$ cat src/hdl/fbp_pkg.sv
// fbp_pkg: shared types, codes and tables of the position string parser
// no dependencies
`default_nettype none

package fbp_pkg;

  typedef enum logic [2:0] {
    PH_BOARD,
    PH_SEP_A,
    PH_SIDE,
    PH_SEP_B,
    PH_CASTLE,
    PH_EP_FILE,
    PH_EP_RANK,
    PH_DONE
  } phase_t;

  localparam logic [1:0] CMD_FEED  = 2'd0;
  localparam logic [1:0] CMD_START = 2'd1;
  localparam logic [1:0] CMD_READ  = 2'd2;

  localparam logic [6:0] NO_SQUARE  = 7'd120;
  localparam logic [3:0] OFF_BOARD  = 4'd13;
  localparam logic [3:0] EMPTY      = 4'd0;
  localparam logic [6:0] BOARD_FULL = 7'd64;
  localparam logic [1:0] SIDE_WHITE = 2'd0;
  localparam logic [1:0] SIDE_BLACK = 2'd1;
  localparam logic [1:0] SIDE_UNSET = 2'd2;
  localparam logic [3:0] CASTLE_ALL = 4'hf;

  localparam logic [3:0] W_PAWN   = 4'd1;
  localparam logic [3:0] W_KNIGHT = 4'd2;
  localparam logic [3:0] W_BISHOP = 4'd3;
  localparam logic [3:0] W_ROOK   = 4'd4;
  localparam logic [3:0] W_QUEEN  = 4'd5;
  localparam logic [3:0] W_KING   = 4'd6;
  localparam logic [3:0] B_PAWN   = 4'd7;
  localparam logic [3:0] B_OFFSET = 4'd6;

  // one access to the board store per item
  typedef struct packed {
    logic       we;
    logic [5:0] waddr;
    logic [3:0] wdata;
    logic       re;
    logic [5:0] raddr;
    logic       clr;
  } store_req_t;

  function automatic logic [3:0] letter_code(input logic [7:0] c);
    logic [3:0] code;
    case (c)
      "P": code = W_PAWN;
      "N": code = W_KNIGHT;
      "B": code = W_BISHOP;
      "R": code = W_ROOK;
      "Q": code = W_QUEEN;
      "K": code = W_KING;
      "p": code = W_PAWN + B_OFFSET;
      "n": code = W_KNIGHT + B_OFFSET;
      "b": code = W_BISHOP + B_OFFSET;
      "r": code = W_ROOK + B_OFFSET;
      "q": code = W_QUEEN + B_OFFSET;
      "k": code = W_KING + B_OFFSET;
      default: code = EMPTY;
    endcase
    return code;
  endfunction

  function automatic logic is_letter(input logic [7:0] c);
    return ((c >= "A") && (c <= "Z")) || ((c >= "a") && (c <= "z"));
  endfunction

  function automatic logic is_digit(input logic [7:0] c);
    return (c >= "0") && (c <= "9");
  endfunction

  function automatic logic [3:0] back_rank(input logic [2:0] col);
    logic [3:0] code;
    case (col)
      3'd0, 3'd7: code = W_ROOK;
      3'd1, 3'd6: code = W_KNIGHT;
      3'd2, 3'd5: code = W_BISHOP;
      3'd3:       code = W_QUEEN;
      3'd4:       code = W_KING;
      default:    code = EMPTY;
    endcase
    return code;
  endfunction

  // standard opening position, row 0 holds the black back rank
  function automatic logic [3:0] start_piece(input logic [5:0] idx);
    logic [3:0] code;
    case (idx[5:3])
      3'd0:    code = back_rank(idx[2:0]) + B_OFFSET;
      3'd1:    code = B_PAWN;
      3'd6:    code = W_PAWN;
      3'd7:    code = back_rank(idx[2:0]);
      default: code = EMPTY;
    endcase
    return code;
  endfunction

endpackage

`default_nettype wire

$ cat src/hdl/fbp_board_store.sv
// fbp_board_store: 64-entry square memory with per-entry valid bits
// unwritten entries read as the opening position or as empty after a clear
// depends on fbp_pkg
`default_nettype none

module fbp_board_store (
  input  wire logic               clk,
  input  wire logic               rst,
  input  wire fbp_pkg::store_req_t req,
  output logic [3:0]              rd_piece
);
  import fbp_pkg::*;

  logic [3:0]  mem [64];
  logic [63:0] written;
  logic        cleared;
  logic [3:0]  mem_q;
  logic        written_q;
  logic        cleared_q;
  logic [3:0]  start_q;

  always_ff @(posedge clk) begin
    if (req.we) begin
      mem[req.waddr] <= req.wdata;
    end
    if (req.re) begin
      mem_q     <= mem[req.raddr];
      written_q <= written[req.raddr];
      cleared_q <= cleared;
      start_q   <= start_piece(req.raddr);
    end
  end

  always_ff @(posedge clk) begin
    if (rst) begin
      written <= '0;
      cleared <= 1'b0;
    end else if (req.clr) begin
      written <= '0;
      cleared <= 1'b1;
    end else if (req.we) begin
      written[req.waddr] <= 1'b1;
    end
  end

  always_comb begin
    if (written_q) begin
      rd_piece = mem_q;
    end else if (cleared_q) begin
      rd_piece = EMPTY;
    end else begin
      rd_piece = start_q;
    end
  end

endmodule

`default_nettype wire

$ cat src/hdl/fen_board_parser.sv
// fen_board_parser: streaming chess position string parser, board in 0x88 numbering
// depends on fbp_pkg and fbp_board_store
//
//   channel | signals                                   | role
//   in      | command, fen_char, square_index           | characters, start, square reads
//   out     | piece_code, side_to_move, castling_rights,| one result item per input item
//           | en_passant_square, parse_done             |
//
// one item per cycle sustained while out_ready keeps the output moving; each result passes
// through the board memory read register and then through the output register
// reset restores the opening position at once through per-square valid bits, no clear pass
// a stalled result holds in the output register while one more item enters the read stage
`default_nettype none

module fen_board_parser (
  input  wire logic       clk,
  input  wire logic       rst,
  input  wire logic       in_valid,
  output logic            in_ready,
  input  wire logic [1:0] command,
  input  wire logic [7:0] fen_char,
  input  wire logic [6:0] square_index,
  output logic            out_valid,
  input  wire logic       out_ready,
  output logic [3:0]      piece_code,
  output logic [1:0]      side_to_move,
  output logic [3:0]      castling_rights,
  output logic [6:0]      en_passant_square,
  output logic            parse_done
);
  import fbp_pkg::*;

  phase_t     phase, phase_next;
  logic [6:0] squares_filled, squares_filled_next;
  logic [1:0] side_reg, side_reg_next;
  logic [3:0] castle_reg, castle_reg_next;
  logic [6:0] passant_reg, passant_reg_next;
  logic [2:0] passant_file, passant_file_next;

  store_req_t req;
  logic [3:0] rd_piece;
  logic       accept;
  logic       feed;
  logic [7:0] digit_sum;
  logic [2:0] ep_row;

  logic       s1_valid, s1_read, s1_off, s1_done;
  logic [1:0] s1_side;
  logic [3:0] s1_castle;
  logic [6:0] s1_ep;
  logic       s1_move;

  assign accept  = in_valid && in_ready;
  assign feed    = accept && (command == CMD_FEED);
  assign s1_move = s1_valid && (!out_valid || out_ready);
  assign in_ready = !s1_valid || !out_valid || out_ready;

  assign digit_sum = {1'b0, squares_filled} + {4'd0, fen_char[3:0] - 4'd0};
  assign ep_row    = 3'd0 - fen_char[2:0];

  // next phase
  always_comb begin
    phase_next = phase;
    if (accept && (command == CMD_START)) begin
      phase_next = PH_BOARD;
    end else if (feed) begin
      case (phase)
        PH_BOARD: begin
          if (squares_filled_next >= BOARD_FULL) begin
            phase_next = PH_SEP_A;
          end
        end
        PH_SEP_A:   phase_next = PH_SIDE;
        PH_SIDE:    phase_next = PH_SEP_B;
        PH_SEP_B:   phase_next = PH_CASTLE;
        PH_CASTLE: begin
          if (fen_char == " ") begin
            phase_next = PH_EP_FILE;
          end
        end
        PH_EP_FILE: phase_next = (fen_char == "-") ? PH_DONE : PH_EP_RANK;
        PH_EP_RANK: phase_next = PH_DONE;
        default:    phase_next = phase;
      endcase
    end
  end

  // register updates and store access
  always_comb begin
    squares_filled_next = squares_filled;
    side_reg_next       = side_reg;
    castle_reg_next     = castle_reg;
    passant_reg_next    = passant_reg;
    passant_file_next   = passant_file;
    req.we    = 1'b0;
    req.waddr = squares_filled[5:0];
    req.wdata = letter_code(fen_char);
    req.re    = accept && (command == CMD_READ);
    req.raddr = {square_index[6:4], square_index[2:0]};
    req.clr   = 1'b0;
    if (accept && (command == CMD_START)) begin
      req.clr             = 1'b1;
      squares_filled_next = '0;
      side_reg_next       = SIDE_UNSET;
      castle_reg_next     = '0;
      passant_reg_next    = NO_SQUARE;
      passant_file_next   = '0;
    end else if (feed) begin
      case (phase)
        PH_BOARD: begin
          if (is_letter(fen_char)) begin
            req.we              = 1'b1;
            squares_filled_next = squares_filled + 7'd1;
          end else if (is_digit(fen_char)) begin
            squares_filled_next = (digit_sum > {1'b0, BOARD_FULL}) ? BOARD_FULL
                                                                    : digit_sum[6:0];
          end
        end
        PH_SIDE: begin
          side_reg_next = (fen_char == "w") ? SIDE_WHITE : SIDE_BLACK;
        end
        PH_CASTLE: begin
          case (fen_char)
            "K":     castle_reg_next = castle_reg | 4'b0001;
            "Q":     castle_reg_next = castle_reg | 4'b0010;
            "k":     castle_reg_next = castle_reg | 4'b0100;
            "q":     castle_reg_next = castle_reg | 4'b1000;
            default: castle_reg_next = castle_reg;
          endcase
        end
        PH_EP_FILE: begin
          if (fen_char == "-") begin
            passant_reg_next = NO_SQUARE;
          end else begin
            passant_file_next = fen_char[2:0] - 3'd1;
          end
        end
        PH_EP_RANK: begin
          passant_reg_next = {ep_row, 1'b0, passant_file};
        end
        default: begin
          squares_filled_next = squares_filled;
        end
      endcase
    end
  end

  always_ff @(posedge clk) begin
    if (rst) begin
      phase          <= PH_DONE;
      squares_filled <= '0;
      side_reg       <= SIDE_WHITE;
      castle_reg     <= CASTLE_ALL;
      passant_reg    <= NO_SQUARE;
      passant_file   <= '0;
    end else begin
      phase          <= phase_next;
      squares_filled <= squares_filled_next;
      side_reg       <= side_reg_next;
      castle_reg     <= castle_reg_next;
      passant_reg    <= passant_reg_next;
      passant_file   <= passant_file_next;
    end
  end

  fbp_board_store u_store (
    .clk      (clk),
    .rst      (rst),
    .req      (req),
    .rd_piece (rd_piece)
  );

  // read stage, waits for the memory data
  always_ff @(posedge clk) begin
    if (rst) begin
      s1_valid <= 1'b0;
    end else if (accept) begin
      s1_valid <= 1'b1;
    end else if (s1_move) begin
      s1_valid <= 1'b0;
    end
  end

  always_ff @(posedge clk) begin
    if (accept) begin
      s1_read   <= (command == CMD_READ);
      s1_off    <= square_index[3];
      s1_side   <= side_reg_next;
      s1_castle <= castle_reg_next;
      s1_ep     <= passant_reg_next;
      s1_done   <= (phase_next == PH_DONE);
    end
  end

  // output register
  always_ff @(posedge clk) begin
    if (rst) begin
      out_valid <= 1'b0;
    end else if (s1_move) begin
      out_valid <= 1'b1;
    end else if (out_ready) begin
      out_valid <= 1'b0;
    end
  end

  always_ff @(posedge clk) begin
    if (s1_move) begin
      if (!s1_read) begin
        piece_code <= EMPTY;
      end else if (s1_off) begin
        piece_code <= OFF_BOARD;
      end else begin
        piece_code <= rd_piece;
      end
      side_to_move      <= s1_side;
      castling_rights   <= s1_castle;
      en_passant_square <= s1_ep;
      parse_done        <= s1_done;
    end
  end

endmodule

`default_nettype wire

$ cat config.mk
export PLATFORM = sky130hd
export DESIGN_NAME = fen_board_parser
export DESIGN_NICKNAME = d
export VERILOG_FILES = /design/src/hdl/fbp_pkg.sv /design/src/hdl/fbp_board_store.sv /design/src/hdl/fen_board_parser.sv
export SDC_FILE = /design/constraint.sdc
export NUM_CORES = 1
export LEC_CHECK = 0
export BUFFER_PORTS_ARGS = -buffer_cell sky130_fd_sc_hd__buf_2
export CAP_MARGIN = 20
export CORE_ASPECT_RATIO = 2
export CORE_UTILIZATION = 60
export DETAILED_ROUTE_END_ITERATION = 10
export PLACE_DENSITY = 0.77
export SYNTH_ARGS = -nofsm -noshare
export SYNTH_HDL_FRONTEND = slang
export SYNTH_SLANG_ARGS = --single-unit
$ cat constraint.sdc
create_clock -name clk -period 6.65 [get_ports clk]
set_input_delay 0.3325 -clock clk [delete_from_list [all_inputs] [get_ports clk]]
set_output_delay 0.3325 -clock clk [all_outputs]
set_load 0.005 [all_outputs]
==> results, run 1 <==
- The cell type with the highest aggregate area in the netlist is sky130_fd_sc_hd__edfxtp_1.
- The post-synthesis instance area is roughly 16000 µm².
- Between clock sinks in the finished design, the worst skew comes to 12.0 ps.
- The synthesized design contains 393 register bits.
- The longest clock path from root to sink contains 3 buffers.
- The critical path required time is 6840 ps.
- For this block, the initial DRC count from the detailed router was ~710.
- The design draws 4.74 mW.
- The register containing the most flip-flops in the final layout is u_store.mem.
- In this run the power density over the cells is 267 nW/µm².
- The number of antenna violations at the first check in global routing was 0.
- The final sum of negative setup slack is 0 ps.
- The number of standard-cell rows in the floorplan is 84.
- The largest registers in the layout are u_store.mem x256, u_store.written x64.
- The iteration count of the initial detailed-routing pass is 5.
- Synthesis handed over a netlist of 1005 instances.
- 41 I/O pins were placed.
- The depth of the worst hold-timing path is 3.
- Dividing the synthesized area by the synthesized cell count gives 16.1 µm².
- The worst setup path is launched from a flop.
- Entering global routing, the biggest net connects 65 pins.
- The class of the most critical setup path is reg -> reg.
- Counting the buffers created by CTS gives 30.
- The clock-pin slew of the registers on the worst-case setup and hold paths is 70 ps.
- In this run the remaining antenna-violating nets after routing total 0.
- Setup repair after global routing left no endpoint under its margin.
- The HPWL after detailed placement is between 20000 and 25000 µm.
- The initial core utilization is 61.3%.
- The overall fraction of global-route tracks in use is 27.1%.
- The share of the synthesized area in the top cell type is 55.7%.
- The number of global-route vias before repair came to 9425.
- The CTS tree is yes.
- Setup violations remaining at the end of the flow were counted as 0.
- The wire length per cell is 25.7 µm.
- Clock tree synthesis found a total of 393 sinks.
- The post-synthesis to final-layout area growth is 9.63%.
- By area the synthesized netlist is led by sky130_fd_sc_hd__edfxtp_1 56%, sky130_fd_sc_hd__mux4_2 14%, sky130_fd_sc_hd__dfxtp_1 12%.
- In this run, distinct cell masters in the synthesized netlist total 69.
- The most common library cell in the layout ignoring fill and taps is sky130_fd_sc_hd__edfxtp_1.
- The run finished with clean final reports.
- The floorplan step defined a core boundary enclosing 26400 µm².
- The number of failing hold endpoints at the final stage is 0.
- The number of nets in the synthesized netlist is roughly 1000.
- The total detailed-routing wirelength is about 36000 µm.
- The logic depth of the worst register-to-register path is 4.
- At the end of routability-driven placement, the weighted congestion stood at between 0.9 and 1.
- The maximum net fanout on the critical path is 15.
- The DRC violation count after routing is 0.
- The net count of the finished layout is 1063.
- The total of buffers placed on input and output ports is 40.
- Measured along the y axis, the die boundary spans 234 µm.
- The floorplan die area is 27700 µm².
- The total congestion overflow after global routing is 0.
- The slew at the pin with the worst max-slew slack is 1100 ps.
- STA classifies the critical path endpoint as a flop.
- For this run, the leading register cell type out of synthesis is sky130_fd_sc_hd__edfxtp_1.
- The synthesized design contains 300 enable-type register cells.
- The fraction of layout cells with a size suffix above 1 is 21.2%.
- Of all flip-flops after synthesis, the portion carrying an async set or reset was 0%.
- The largest voltage drop on the vdd net is 0.000282 V.
- The portion of the post-synthesis area used by sequential elements is 67.2%.
- The first global-routing pass estimated 54800 µm of wire.
- The number of pins with negative max-slew slack in the final report is 0.
- The register with the most flip-flops in the layout has 256 of them.
- The clock network latency to the later pin of the worst-skew pair is around 560 ps.
- The setup slack of the worst register-to-register path is roughly 3400 ps.
- The die span in x is 118 µm.
- The kind of path behind the tightest hold check is in -> reg.
- For this block, the via count after detailed routing is about 9000.
- The maximum level of the CTS H-tree is 1.
- The top cell types in the final layout, fill and taps aside, are 300 x sky130_fd_sc_hd__edfxtp_1, 101 x sky130_fd_sc_hd__nor2_1, 100 x sky130_fd_sc_hd__mux4_2, 93 x sky130_fd_sc_hd__dfxtp_1, 67 x sky130_fd_sc_hd__o21a_1.
- The static leakage power is 5.68 nW.
- Using the TritonRoute via totals, the vias-per-cell ratio works out to between 6 and 7.
- The peak clock frequency supported by timing is a little over 300 MHz.
- In this run the clock root is driven by a sky130_fd_sc_hd__clkbuf_16.
- The total of cells resized after clock tree synthesis is 0.
- The worst slew slack as a fraction of its limit is between 20% and 30%.
- The final period utilization is 49.1%.
- The clock period minus final worst setup slack is 3270 ps.
- The Yosys step of the flow raised 0 warnings.
- Data on the critical path arrives at its endpoint at 3460 ps.
- The number of max-capacitance violations reported is 0.
synth_stat cells (3+ instances only):
| library cell | instances |
|---|---|
| sky130_fd_sc_hd__a211oi_1 | 9 |
| sky130_fd_sc_hd__nor2_1 | 102 |
| sky130_fd_sc_hd__nand3b_1 | 4 |
| sky130_fd_sc_hd__and2_1 | 4 |
| sky130_fd_sc_hd__mux4_2 | 100 |
| sky130_fd_sc_hd__o21ai_0 | 18 |
| sky130_fd_sc_hd__and3_1 | 6 |
| sky130_fd_sc_hd__o21bai_1 | 3 |
| sky130_fd_sc_hd__nand2_1 | 37 |
| sky130_fd_sc_hd__buf_2 | 11 |
| sky130_fd_sc_hd__clkbuf_1 | 38 |
| sky130_fd_sc_hd__buf_1 | 4 |
| sky130_fd_sc_hd__nor2b_1 | 15 |
| sky130_fd_sc_hd__o31ai_1 | 3 |
| sky130_fd_sc_hd__nand3_1 | 15 |
| sky130_fd_sc_hd__or2_1 | 3 |
| sky130_fd_sc_hd__a31oi_1 | 8 |
| sky130_fd_sc_hd__or3_1 | 5 |
| sky130_fd_sc_hd__nand2b_1 | 6 |
| sky130_fd_sc_hd__edfxtp_1 | 300 |
| sky130_fd_sc_hd__buf_6 | 3 |
| sky130_fd_sc_hd__nand4_1 | 5 |
| sky130_fd_sc_hd__dfxtp_1 | 93 |
| sky130_fd_sc_hd__nor2_4 | 8 |
| sky130_fd_sc_hd__a21oi_1 | 25 |
| sky130_fd_sc_hd__o211ai_1 | 5 |
| sky130_fd_sc_hd__nor3b_1 | 6 |
| sky130_fd_sc_hd__a21o_1 | 5 |
| sky130_fd_sc_hd__mux2i_1 | 7 |
| sky130_fd_sc_hd__and4_1 | 3 |
| sky130_fd_sc_hd__a22oi_1 | 6 |
| sky130_fd_sc_hd__nor3_1 | 3 |
| sky130_fd_sc_hd__or2_2 | 3 |
| sky130_fd_sc_hd__inv_1 | 13 |
| sky130_fd_sc_hd__o21a_1 | 67 |
| sky130_fd_sc_hd__nand4b_1 | 3 |
| sky130_fd_sc_hd__nor4_1 | 4 |
| sky130_fd_sc_hd__ha_1 | 12 |
| sky130_fd_sc_hd__a221oi_1 | 3 |
| sky130_fd_sc_hd__xnor2_1 | 6 |
final cells by class:
class	count	area, µm²
multi-input cells	540	5030
flip-flops and latches	393	10900
diodes	1	2.50
fillers	1764	8640
inverters	14	53.8
well taps	344	430
clock buffers	34	797
clock inverters	22	241
repair buffers	50	315
power breakdown:
group          switching (mW)  leakage, nW  total [mW]  internal [mW]
Combinational           0.132         1.76       0.223         0.0910
Sequential            0.00964         3.43        2.64           2.63
Clock                   0.816        0.498        1.87           1.06
kinds of logic (layout without fill, tap and decap cells):
kind of cell	Yosys count	after routing	synth area share, %
AO/OA/AOI/OAI	168	168	7.17
XOR/XNOR	6	6	0.325
adder cells (fa/ha/maj)	13	13	1.05
buffers and inverters	72	120	1.95
flip-flops	393	393	67.2
multiplexers	109	109	14.5
other	0	1	0
AND/OR/NAND/NOR	244	244	7.83
critical path: stages (launching register included):
cell	delay, ps
sky130_fd_sc_hd__dfxtp_1	420
sky130_fd_sc_hd__or3_1	450
sky130_fd_sc_hd__nor3_2	850
sky130_fd_sc_hd__nand4_1	570
sky130_fd_sc_hd__nor2_1	610
routing by layer:
metal / track usage [%] / part of all wire (%) / up-vias
li1: - / - / 3991
met1: 28.6 / 34 / 4594
met2: 51.4 / 56 / 322
met3: 2.24 / 3.8 / 114
met4: 18.1 / 6.9 / 0
met5: 0 / 0 / -
stage by stage:
stage	instance area, µm²	hold WS, ps	std cells	util [%]	setup WS (ps)
after floorplan	16200	400	1005	-	1240
after global placement	16600	404	1337	63.0	3460
after detailed placement	16700	406	1339	63.2	3410
after CTS	17700	51.6	1396	67.2	3490
after global routing	17700	73.7	1397	67.2	3240
final	17700	67.4	1398	67.2	3380
final timing paths:
check,from,to
max,phase[1],u_store.mem[63][1]
min,in_valid,s1_valid
max reg2reg,phase[1],u_store.mem[63][1]
min reg2reg,s1_ep[4],en_passant_square[4]
timing repair:
item | in CTS | in global routing
hold endpoints to repair | 1 | 0
setup endpoints to repair | 0 | 0
hold buffers | 1 | 0
setup buffers | 0 | 0
Note: power is estimated with default switching activity, not from simulation.
==> run 2, diff against run 1 <==
- clock period: 6.65 -> 3.1 ns (I/O delays scaled with it)
==> run 2 against run 1 <==
Register-to-register slack lost 3100 ps. Global-route usage down 0.82 points. Critical path type unchanged. Combinational power increased by 120%. First-iteration DRC count rose by 11%. Via count up 0.34%. Setup slack got worse by 3100 ps. Count of clock-buffer cells in the layout increased by 3. Fmax up 15%. Critical path depth up 5. Total power rose by 110%. Die area unchanged. Core utilization rose by 0.75 points.
==> results, run 2 (same netlist as run 1, synthesis figures left out) <==
- The total detailed-routing wirelength is about 35000 µm.
- The count of inserted antenna diode cells is 0.
- For this design, the sink count on the clock tree is 393.
- The worst slew slack as a fraction of its limit is a little over two fifths.
- The critical register-to-register path endpoint is squares_filled[1].
- Sequential cells burn 56.2% of the power.
- The number of routed nets with antenna violations is 0.
- The area of combinational cells with multiple inputs is 5040 µm².
- The core region area is ~26000 µm².
- The internal power component is 7.98 mW.
- The clock passes through at most 3 buffers.
- The final standard cell count with taps included and fillers excluded is 1422.
- The worst register-to-register path has a setup slack of 270 ps.
- The path with the worst hold slack has its endpoint at s1_read.
- Clock-pin slew was measured on the worst setup and hold paths at 70 ps.
- For this design the ratio of total power to cell area is 562 nW/µm².
- The post-CTS setup-driven buffer insertion count is 0.
- The number of max-capacitance violations reported is 0.
- The HPWL after detailed placement is 23300 µm.
- The number of global-route vias before repair was approximately 9200.
- The iteration count of the initial detailed-routing pass is 5.
- The register with the most flip-flops in the layout has 256 of them.
- The switching power of the nets is 2.10 mW.
- The die span in x is approximately 120 µm.
- The total clock buffers created by CTS is 30.
- The peak clock frequency supported by timing is approximately 350 MHz.
- The most common library cell in the layout ignoring fill and taps is sky130_fd_sc_hd__edfxtp_1.
- The slew at the pin with the worst max-slew slack is 846 ps.
- Net switching is 20.8% of the power.
- The first global-routing pass estimated about 54000 µm of wire.
- The portion of total power attributed to the clock network is 38.9%.
- The number of pins with negative max-slew slack in the final report is 0.
- Global routing finished with a remaining overflow of 0.
- The signal arrival time at the worst endpoint is approximately 3300 ps.
- The number of failing hold endpoints at the final stage came to 0.
- The analysis attributes to cell leakage a power of ~5.8 nW.
- The floorplan die area is between 20000 and 30000 µm².
- The startpoint of the most critical setup path is squares_filled[0].
- After layout, the design draws a total of 10.1 mW.
- The number of standard-cell rows in the floorplan is between 80 and 90.
- Across all layers, the routed design uses 9052 vias.
- After detailed routing, the average wire length per cell comes to 24.7 µm.
- STA classifies the critical path endpoint as a flop.
- The overall fraction of global-route tracks in use is 26.3%.
- The logic depth of the worst register-to-register path is 9.
- The worst hold path was traced through 2 stages.
- The share of total power dissipated in combinational logic is 4.9%.
- From synthesis to final layout, the design area changed by 10.8%.
- The final setup violation count is 0.
- The number of antenna violations at the first check in global routing is 0.
- The library cells used most frequently in the layout, excluding fill and tap cells, are 300 x sky130_fd_sc_hd__edfxtp_1, 101 x sky130_fd_sc_hd__nor2_1, 100 x sky130_fd_sc_hd__mux4_2, 93 x sky130_fd_sc_hd__dfxtp_1, 67 x sky130_fd_sc_hd__o21a_1.
- After detailed routing, the number of vias per cell comes to 6.37.
- The first routing iteration left a little under 800 violations.
- The total of buffers placed on input and output ports is 40.
- The final sum of negative setup slack is 0 ps.
- The initial core utilization is 61.3%.
- The signal on the critical path passes through ha_1, inv_1, fa_1, nand2b_1, a21oi_1, xnor2_1, a41oi_1, o221ai_1, a22o_1.
- Once placement completed, the tool counted placed cells totaling 1360.
- The register containing the most flip-flops in the final layout is u_store.mem.
- VDD sags by at most 0.000654 V.
- The fill cell total of the finished layout is 1699.
- Clock skew on the completed layout was measured at 17.0 ps.
- The congestion estimate from routability-driven global placement came to 0.876.
- The cell chosen for the clock root is sky130_fd_sc_hd__clkbuf_16.
- The number of nets in the layout is 1088.
- At the worst endpoint, the required time is ~3600 ps.
- The worst setup path is launched from a flop.
- The startpoint identified for the worst register-to-register timing path is squares_filled[0].
- The largest registers in the layout are u_store.mem x256, u_store.written x64.
- TritonCTS built the clock tree.
- In this run the number of H-tree levels came out at 1.
- The final period utilization is around nine tenths.
- During I/O placement, the number of pins put on the boundary was 41.
- The hold path startpoint is command[1].
- The clock network latency to the later pin of the worst-skew pair is 580 ps.
- Final hold analysis gives a worst-case slack of 41.5 ps.
- At the end of the flow the core is filled with cells to between 60 and 70%.
- The delay of the slowest cell on the worst path is 550 ps.
- The die boundary height is 234 µm.
- Setup repair after global routing left no endpoint under its margin.
- The DRC violation count after routing is 0.
- Subtracting the final worst setup slack from the clock period gives 2830 ps.
- The fraction of layout cells with a size suffix above 1 is between 20% and 30%.
- The register area is 10900 µm².
- The largest individual stage delay along the critical path comes from the cell sky130_fd_sc_hd__dfxtp_1.
- The maximum net fanout on the critical path is 12.
- In this run the worst hold path is classified as in -> reg.
- The largest net degree at the start of global routing is 71.
- The worst setup path is of the reg -> reg kind.
- The flow ran to the end, and the final reports show no timing, DRC or antenna violations.
[run 2: worst max path at each step]
stage / end / slack, ps
2_1_floorplan: u_store.mem[0][2] / 160
3_3_place_gp: u_store.mem[3][2] / 270
3_5_place_dp: u_store.mem[7][3] / 200
4_1_cts: squares_filled[1] / 330
5_1_grt: squares_filled[0] / 110
6_report: squares_filled[1] / 270
[run 2: through the flow]
step	area, µm²	worst slack (ps)
2_1_floorplan	16200	162
3_3_place_gp	16900	269
3_5_place_dp	16900	203
4_1_cts	17900	329
5_1_grt	17900	106
6_report	17900	267
[run 2: area by class of cell]
type | count | area share (%)
clock buffers | 37 | 4.56
clock inverters | 19 | 1.00
inverters | 14 | 0.300
multi-input cells | 540 | 28.1
flip-flops and latches | 393 | 60.6
well taps | 344 | 2.40
repair buffers | 75 | 3.04
[run 2: repair_timing]
action	in CTS	in global routing
resized for setup	0	0
hold buffers	6	0
endpoints found under the hold margin	7	0
[run 2: power by group through the flow]
stage	combinational, mW	sequential, mW	clock [mW]
2_1_floorplan	0.334	5.78	0
3_3_place_gp	0.486	5.78	0
3_5_place_dp	0.492	5.78	0
4_1_cts	0.502	5.67	3.96
5_1_grt	0.533	5.67	4.13
6_report	0.498	5.67	3.92
[run 2: routing by layer]
layer / GRT usage, % / routed length, µm / vias to the layer above
met5: 0 / 0 / -
met4: 14.1 / 1820 / 0
met3: 2.36 / 1460 / 88
met2: 49.0 / 19500 / 306
met1: 29.7 / 12400 / 4624
li1: - / - / 4034
[run 2: critical path: cells and delay by family, from the launching register on]
| family | cells | cell delay, ps |
|---|---|---|
| xor gates and xnor gates | 1 | 120 |
| buffers and inverters | 1 | 70 |
| DFF | 1 | 550 |
| AOI/OAI and AO/OA | 4 | 1090 |
| adders and majority gates | 2 | 680 |
| and+or+nand+nor | 1 | 220 |
==> run 3, diff against run 2 <==
- clock period: 3.1 -> 3.3 ns (I/O delays scaled with it)
==> run 3 against run 2 <==
Total power shrank 5.6%. Die area stayed put. Critical path depth did not move. Clock power is 5% lower. Critical path type unchanged. Largest power group unchanged.
==> results, run 3 (same netlist as run 1, synthesis figures left out) <==
- The flow ran to the end, and the final reports show no timing, DRC or antenna violations.
- The number of nets in the layout is 1088.
- The type of origin of the critical path is a flop.
- 0 antenna diodes ended up in the layout.
- The critical path required time is about 3800 ps.
- The number of max-capacitance violations reported is 0.
- After floorplanning, the core was divided into 84 placement rows.
- The peak clock frequency supported by timing is about 350 MHz.
- The flip-flop count of the largest register after layout is 256.
- The fill cell total of the finished layout is 1722.
- In this run the horizontal extent of the chip is 118 µm.
- The wire length per cell is 25.7 µm.
- The path class of the tightest hold or removal check is in -> reg.
- In this run, the number of DRC markers left after iteration 0 of detailed routing was 671.
- The final sum of negative setup slack is 0 ps.
- Clock skew on the completed layout was measured at 26.9 ps.
- The largest delay contributor family on the critical path is compound AO/OA/AOI/OAI gates.
- The first global-routing pass estimated 55200 µm of wire.
- The number of antenna violations at the first check in global routing was 0.
- The power per standard cell area is 530 nW/µm².
- After legalization and detailed placement, the total HPWL measured 24900 µm.
- The final period utilization is 87.1%.
- Once the floorplan was initialized, standard cells occupied 61.3% of the core.
- The largest registers in the layout are u_store.mem x256, u_store.written x64.
- The CTS tree is yes.
- The number of clock sinks is between 300 and 400.
- The largest individual stage delay along the critical path comes from the cell sky130_fd_sc_hd__dfxtp_1.
- The register containing the most flip-flops in the final layout is u_store.mem.
- Once the clock tree was built, the setup fixing pass inserted 0 buffers.
- Walking the worst path, the cells encountered are ha_1, inv_1, fa_1, nand2b_1, a21oi_1, xnor2_1, a41oi_1, or3_1, a21oi_1.
- The worst setup path is of the reg -> reg kind.
- Leaving out fill and tap cells, the most frequent cells in the layout are 300 x sky130_fd_sc_hd__edfxtp_1, 101 x sky130_fd_sc_hd__nor2_1, 100 x sky130_fd_sc_hd__mux4_2, 93 x sky130_fd_sc_hd__dfxtp_1, 67 x sky130_fd_sc_hd__o21a_1.
- Clock tree synthesis selected as its root buffer the cell sky130_fd_sc_hd__clkbuf_16.
- The worst setup path is captured at a flop.
- The first detailed-routing pass ran for 5 iterations.
- Compared with the post-synthesis result, the final layout area differs by 11.0%.
- The clock-pin slew of the registers on the worst-case setup and hold paths is 70 ps.
- The clock period minus final worst setup slack is 2870 ps.
- The most numerous cell on the critical path is sky130_fd_sc_hd__a21oi_1.
- The number of routed nets with antenna violations is 0.
- Across the whole layout, storage elements account for approximately 11000 µm².
- The maximum net fanout on the critical path is 12.
- Global routing used around 2.8% of the available met3 tracks.
- Buffers inserted during clock tree synthesis total 31.
- Dividing the detail-routed via count by the number of cells gives around 6.4.
- The routability congestion estimate from global placement is between 1 and 1.5.
- During I/O placement, the number of pins put on the boundary was just over 40.
- The worst pin sits at a relative slew slack of 42.8%.
- The number of pins with negative max-slew slack in the final report came to 0.
- The final setup violation count is 0.
- The number of failing hold endpoints at the final stage was 0.
- The total of buffers placed on input and output ports is 40.
- The area of combinational cells with multiple inputs is 5040 µm².
- The maximum level of the CTS H-tree is 1.
- For met2 alone, demand over resource in global routing was 53.8%.
- Global routing used between 20 and 30% of the available met1 tracks.
- The die boundary height is 234 µm.
- At the pin with the least slew margin, the transition time is 855 ps.
- The overall power after layout is 9.51 mW.
- The total detailed-routing wirelength is 36600 µm.
- The total congestion overflow after global routing is 0.
- The clock passes through at most 3 buffers.
- The clock network latency to the later pin of the worst-skew pair is roughly 590 ps.
- The fraction of layout cells with a size suffix above 1 is between 20% and 30%.
- The signal arrival time at the worst endpoint is 3370 ps.
- The static leakage power is 5.81 nW.
- The largest voltage drop on the vdd net is 0.000548 V.
- The most common library cell in the layout ignoring fill and taps is sky130_fd_sc_hd__edfxtp_1.
- The floorplan step defined a die boundary enclosing 27700 µm².
- Across all layers, the routed design uses 9074 vias.
- The largest net degree at the start of global routing is 65.
- The setup slack of the worst register-to-register path is 430 ps.
- After global routing, the most crowded layer is met2.
- The number of global-route vias before repair is ~9400.
- In the global route stage, overall resource usage came out at 27.4%.
- The DRC violation count after routing is 0.
- The delay of the slowest cell on the worst path is 530 ps.
- Counting both buffers and inverters, the worst setup path holds a total of 1.
- Once the clock tree was built, the resizer swapped 0 gates to a different size.
- After floorplanning, the core was sized to cover 26400 µm².
- Setup repair after global routing left no endpoint under its margin.
-- run 3: worst register-to-register path, cell delays in order (launching register included) --
cell and delay (ps):
sky130_fd_sc_hd__dfxtp_1 530, sky130_fd_sc_hd__ha_1 270, sky130_fd_sc_hd__inv_1 70, sky130_fd_sc_hd__fa_1 410
sky130_fd_sc_hd__nand2b_1 220, sky130_fd_sc_hd__a21oi_1 310, sky130_fd_sc_hd__xnor2_1 170, sky130_fd_sc_hd__a41oi_1 250
sky130_fd_sc_hd__or3_1 450, sky130_fd_sc_hd__a21oi_1 140
-- run 3: layout make-up --
type / instances / share of cell area, %
Sequential cell: 393 / 60.5
Multi-Input combinational cell: 540 / 28.0
Clock buffer: 37 / 4.61
Timing Repair Buffer: 74 / 3.02
Tap cell: 344 / 2.40
Clock inverter: 21 / 1.10
Inverter: 14 / 0.300
-- run 3: metal layers --
layer | vias to the layer above | share of wire [%]
li1 | 4050 | -
met1 | 4633 | 34
met2 | 308 | 57
met3 | 83 | 4.4
met4 | 0 | 4.2
met5 | - | 0
-- run 3: per-stage QoR --
step	instance area [µm²]	instances	hold slack (ps)	utilization, %	setup slack [ps]
2_1_floorplan	16200	1005	237	-	352
3_3_place_gp	16900	1357	343	63.9	596
3_5_place_dp	16900	1357	355	63.9	554
4_1_cts	18000	1423	21.7	68.1	529
5_1_grt	18000	1423	39.4	68.1	300
6_report	18000	1423	50.6	68.1	426
-- run 3: what timing repair did --
item,CTS,global route
hold buffers,8,0
endpoints found under the hold margin,11,0
setup endpoints to repair,0,0
-- run 3: worst paths after layout --
check	endpoint	cells past startpoint	start
hold reg to reg	en_passant_square[3]	0	s1_ep[3]
setup reg to reg	squares_filled[0]	9	squares_filled[0]
hold / removal	s1_read	2	command[0]
setup / recovery	squares_filled[0]	9	squares_filled[0]
-- run 3: where the power goes --
part | internal (mW) | switching, mW | leakage (nW)
logic | 0.199 | 0.268 | 1.89
registers | 5.31 | 0.0161 | 3.40
clock network | 1.99 | 1.74 | 0.519
total | 7.49 | 2.02 | 5.81
